**src/rtl/core/sfa_ram.sv**
```systemverilog
module sfa_ram #(
	parameter int WIDTH = 8,
	parameter int DEPTH = 16
) (
	input  logic                     clk,
	input  logic                     we,
	input  logic [$clog2(DEPTH)-1:0] waddr,
	input  logic [WIDTH-1:0]         wdata,
	input  logic                     re,
	input  logic [$clog2(DEPTH)-1:0] raddr,
	output logic [WIDTH-1:0]         rdata
);
	logic [WIDTH-1:0] mem [DEPTH];

	always_ff @(posedge clk) begin
		if (we) begin
			mem[waddr] <= wdata;
		end
		if (re) begin
			rdata <= mem[raddr];
		end
	end
endmodule

```
**config.mk**
```make
export PLATFORM = sky130hd
export DESIGN_NAME = sfa_ram
export DESIGN_NICKNAME = d
export VERILOG_FILES = /design/src/rtl/core/sfa_ram.sv
export SDC_FILE = /design/constraint.sdc
export NUM_CORES = 1
export LEC_CHECK = 0
export ABC_CLOCK_PERIOD_IN_PS = 4500
export CORE_MARGIN = 2
export CORE_UTILIZATION = 36
export CTS_BUF_LIST = sky130_fd_sc_hd__clkbuf_16
export CTS_CLUSTER_SIZE = 8
export DETAILED_ROUTE_END_ITERATION = 7
export DONT_BUFFER_PORTS = 1
export PLACE_DENSITY_LB_ADDON = 0.12
export SLEW_MARGIN = 20
export SYNTH_ARGS = -nofsm -noshare
export SYNTH_HDL_FRONTEND = slang
export SYNTH_SLANG_ARGS = --single-unit
```
**constraint.sdc**
```tcl
create_clock -name clk -period 4.5 [get_ports clk]
set_clock_uncertainty 0.1 [all_clocks]
set_input_delay 0 -clock clk [delete_from_list [all_inputs] [get_ports clk]]
set_output_delay 0 -clock clk [all_outputs]
set_load 0.005 [all_outputs]
```
==> parameters.txt <==
Parameter                              Value

Run
  Max-cap violations ... 0

Clock tree
  Latest clock arrival within the worst-skew pair ... about 0.42 ns
  Clock Root Buffer ... sky130_fd_sc_hd__clkbuf_16
  Post-cts gate resize count ... 0
  Number of CTS-inserted buffers ... 17
  Clock tree from TritonCTS ... built
  Depth of the CTS H-tree ... 4
  Clock-pin slew on the worst setup and hold paths ... 0.06 ns
  Clock Sinks ... between 100 and 150
  Maximum root-to-sink buffer count ... 2
  Post-CTS Repair Setup Buffers ... 0

Placement
  Half-perimeter wire length of the detailed placement result ... 6460 µm
  Number of port buffers ... 0
  Final weighted congestion in routability-driven placement ... 0.682
  Total placed cells including tap cells ... approximately 410
  Setup slack after placement ... 2.81 ns

GRT
  Met2 Resource Use GR ... 0.221
  Via count of the first global-routing pass ... 2494
  Total gr overflow ... 0
  Most congested layer reported by global routing ... met2
  Met3 Track Usage GR ... 0.0537
  Initial antenna violation count ... 0
  Global-route wire length before repair ... 16200 µm
  Largest net degree at the start of global routing ... 33
  Met1 layer usage reported by global route ... 0.209
  Overall Global Routing Usage ... 0.151

STA
  Relative slew slack ... 0.321
  Transition time of the tightest slew-check pin ... slightly above 1 ns
  PnR worst setup slack ... 1.41 ns
  Final setup viols ... 0
  Final hold vios ... 0
  Min Clock Period, post-route ... between 3 and 4 ns
  Summed negative setup slack over all endpoints ... 0 ns
  Final critical-path share of the clock period ... 0.686
  Maximum clock frequency ... about 320 MHz
  Final Slew Violations ... 0
  Setup repair after global routing missed its margin ... false
  Worst hold slack ... 0.0246 ns

Cells and area
  Area added between synthesis and finish ... 19.0%
  Fraction of final layout cells sized beyond drive strength 1 ... 0.193
  Most common cell after layout, fill and taps aside ... sky130_fd_sc_hd__edfxtp_1
  Final cell count without fillers ... 458
  N_diodes ... 0
  Fin nets ... 280
  Commonest cells after routing, fill and taps aside ... sky130_fd_sc_hd__edfxtp_1 (136), sky130_fd_sc_hd__mux4_2 (18), sky130_fd_sc_hd__clkbuf_16 (17), sky130_fd_sc_hd__dlygate4sd3_1 (17), sky130_fd_sc_hd__a22oi_1 (16)

Floorplanning
  Ports ... 27
  Core Box Area ... approximately 14000 µm²
  Effective utilization at floorplan ... 0.364
  Overall die height ... 125 µm
  Horiz. Die Dim ... 125 µm
  Die Footprint ... 15500 µm²
  Number of placement rows ... 44

Synthesis
  Synth Instances ... approximately 230
  Flip-flop and latch count after synthesis ... around 140
  Number of warnings reported in the yosys synthesis log ... 0
  Cell area after technology mapping ... 5230 µm²
  Unique cell type count in the Yosys netlist ... 18
  Part of the Yosys area used for sequential elements ... 0.781
  Average size of a mapped cell ... 22.8 µm²
  Number of nets in the synthesized netlist ... 248

Pwr
  VDD IR max ... 0.259 mV
  Part of the power in combinational logic ... 0.041
  Part of the power in registers ... 0.483
  Switching power ... around 0.58 mW
  Internal power of the cells ... 2.40 mW
  Leak ... 2.00 nW
  Sw Ratio ... 0.195
  Portion of total power attributed to the clock network ... 0.476
  Pwr per Cell Area ... between 400 and 500 nW/µm²
  Power after layout ... between 2 and 3 mW

Drt
  Final routed DRC violation total ... 0
  Number of detailed-routing iterations run before antenna repair ... 5
  Drt wl/cell ... 23.7 µm
  Via density per instance ... 5.19
  Remaining antenna violation count after routing ... 0
  Detailed Route Iter0 Violations ... 211
  DRT Wirelength ... approximately 11000 µm
  Via total after detailed routing ... 2377

Worst setup path
  Kind of start point of the critical path ... flop
  Sequence of cells on the critical path ... mux4_1 -> dlygate4sd3_1 -> a22oi_1 -> dlygate4sd3_1 -> nand2_1 -> dlygate4sd3_1
  Required time of the critical path ... about 4.6 ns
  Highest cell delay on the worst timing path ... 0.57 ns
  Category of the worst setup path capture point ... flop
  Slowest cell on the critical path ... sky130_fd_sc_hd__dlygate4sd3_1
  Critical path start-end classification ... reg2reg
  Data arrival time of the critical path ... 3.15 ns
  Max FO, Critical Path ... 1
  Most repeated library cell on the critical path ... sky130_fd_sc_hd__dlygate4sd3_1

Status
  Result of the run ... finished clean

Hold path
  Worst hold path type ... in2reg
==> registers in the layout (all words and copies together) (netlist names) <==
| register | cells |
|---|---|
| mem | 128 |
| rdata | 8 |
==> critical path, delay by kind of cell (launching register included) <==
kind,cells,cell delay (ns)
buffers and inverters,3,1.67
AOI/OAI and AO/OA,1,0.17
muxes,1,0.49
DFF,1,0.36
and+or+nand+nor,1,0.05
==> power by group through the flow <==
stage / sequential, mW / combinational (mW) / clock, mW
final: 1.44 / 0.123 / 1.42
after global routing: 1.44 / 0.133 / 1.50
after CTS: 1.44 / 0.126 / 1.45
after detailed placement: 1.46 / 0.0773 / 0
after global placement: 1.46 / 0.0780 / 0
after floorplan: 1.46 / 0.0720 / 0
==> stage by stage <==
stage	instance area [µm²]	util
3_5_place_dp	5400	0.376
5_1_grt	6220	0.433
2_1_floorplan	5230	-
3_3_place_gp	5400	0.376
6_report	6220	0.433
4_1_cts	6220	0.433
==> synthesized netlist by cell type <==
library cell                      number  area share
sky130_fd_sc_hd__clkdlybuf4s25_2       3      0.0057
sky130_fd_sc_hd__nand3b_1              2      0.0029
sky130_fd_sc_hd__buf_6                 3      0.0065
sky130_fd_sc_hd__a22oi_1              16       0.023
sky130_fd_sc_hd__nand3_1               1     0.00096
sky130_fd_sc_hd__or3b_2                1      0.0017
sky130_fd_sc_hd__buf_2                 3      0.0029
sky130_fd_sc_hd__nand2_1               9      0.0065
sky130_fd_sc_hd__buf_4                 1      0.0014
sky130_fd_sc_hd__and2b_1               1      0.0014
sky130_fd_sc_hd__mux4_1               14       0.070
sky130_fd_sc_hd__nor3_1                4      0.0038
sky130_fd_sc_hd__nor2b_1               1      0.0012
sky130_fd_sc_hd__and2_1                1      0.0012
sky130_fd_sc_hd__edfxtp_1            136        0.78
sky130_fd_sc_hd__nor2_1               13      0.0093
sky130_fd_sc_hd__nand2b_1              2      0.0024
sky130_fd_sc_hd__mux4_2               18       0.078
==> metal layers <==
layer / part of all wire / vias to the layer above
met2: 0.46 / 57
met1: 0.48 / 1255
li1: - / 1050
met4: 0.013 / 0
met5: 0 / -
met3: 0.044 / 15
==> area by class of cell <==
| class | count | area [µm²] |
|---|---|---|
| clock buffer | 17 | 425 |
| clock inverter | 15 | 184 |
| multi-input combinational | 83 | 1060 |
| tap | 184 | 230 |
| timing repair buffer | 23 | 240 |
| fill | 1215 | 8150 |
| sequential | 136 | 4080 |
==> path summary, 6_finish.rpt <==
kind              slack, ns              endpoint                 from  cells past startpoint
setup / recovery       1.41    rdata[4]$_DFFE_PP_  mem[9][4]$_DFFE_PP_                      6
hold / removal         0.02  mem[12][4]$_DFFE_PP_             waddr[2]                      3
setup reg to reg       1.41    rdata[4]$_DFFE_PP_  mem[9][4]$_DFFE_PP_                      6
hold reg to reg        0.65    rdata[2]$_DFFE_PP_  mem[7][2]$_DFFE_PP_                      3
==> kinds of logic after synthesis <==
family	count (synthesis)	synth area share
buf+inv	10	0.0165
simple gates	35	0.0314
flops	136	0.781
mux	32	0.148
compound gates	16	0.0230
==> what timing repair did <==
| action | in CTS | in global routing |
|---|---|---|
| setup endpoints to repair | 0 | 0 |
| hold buffers | 19 | 0 |
| hold endpoints to repair | 181 | 0 |
No activity file was read; power rests on OpenSTA's default activity.
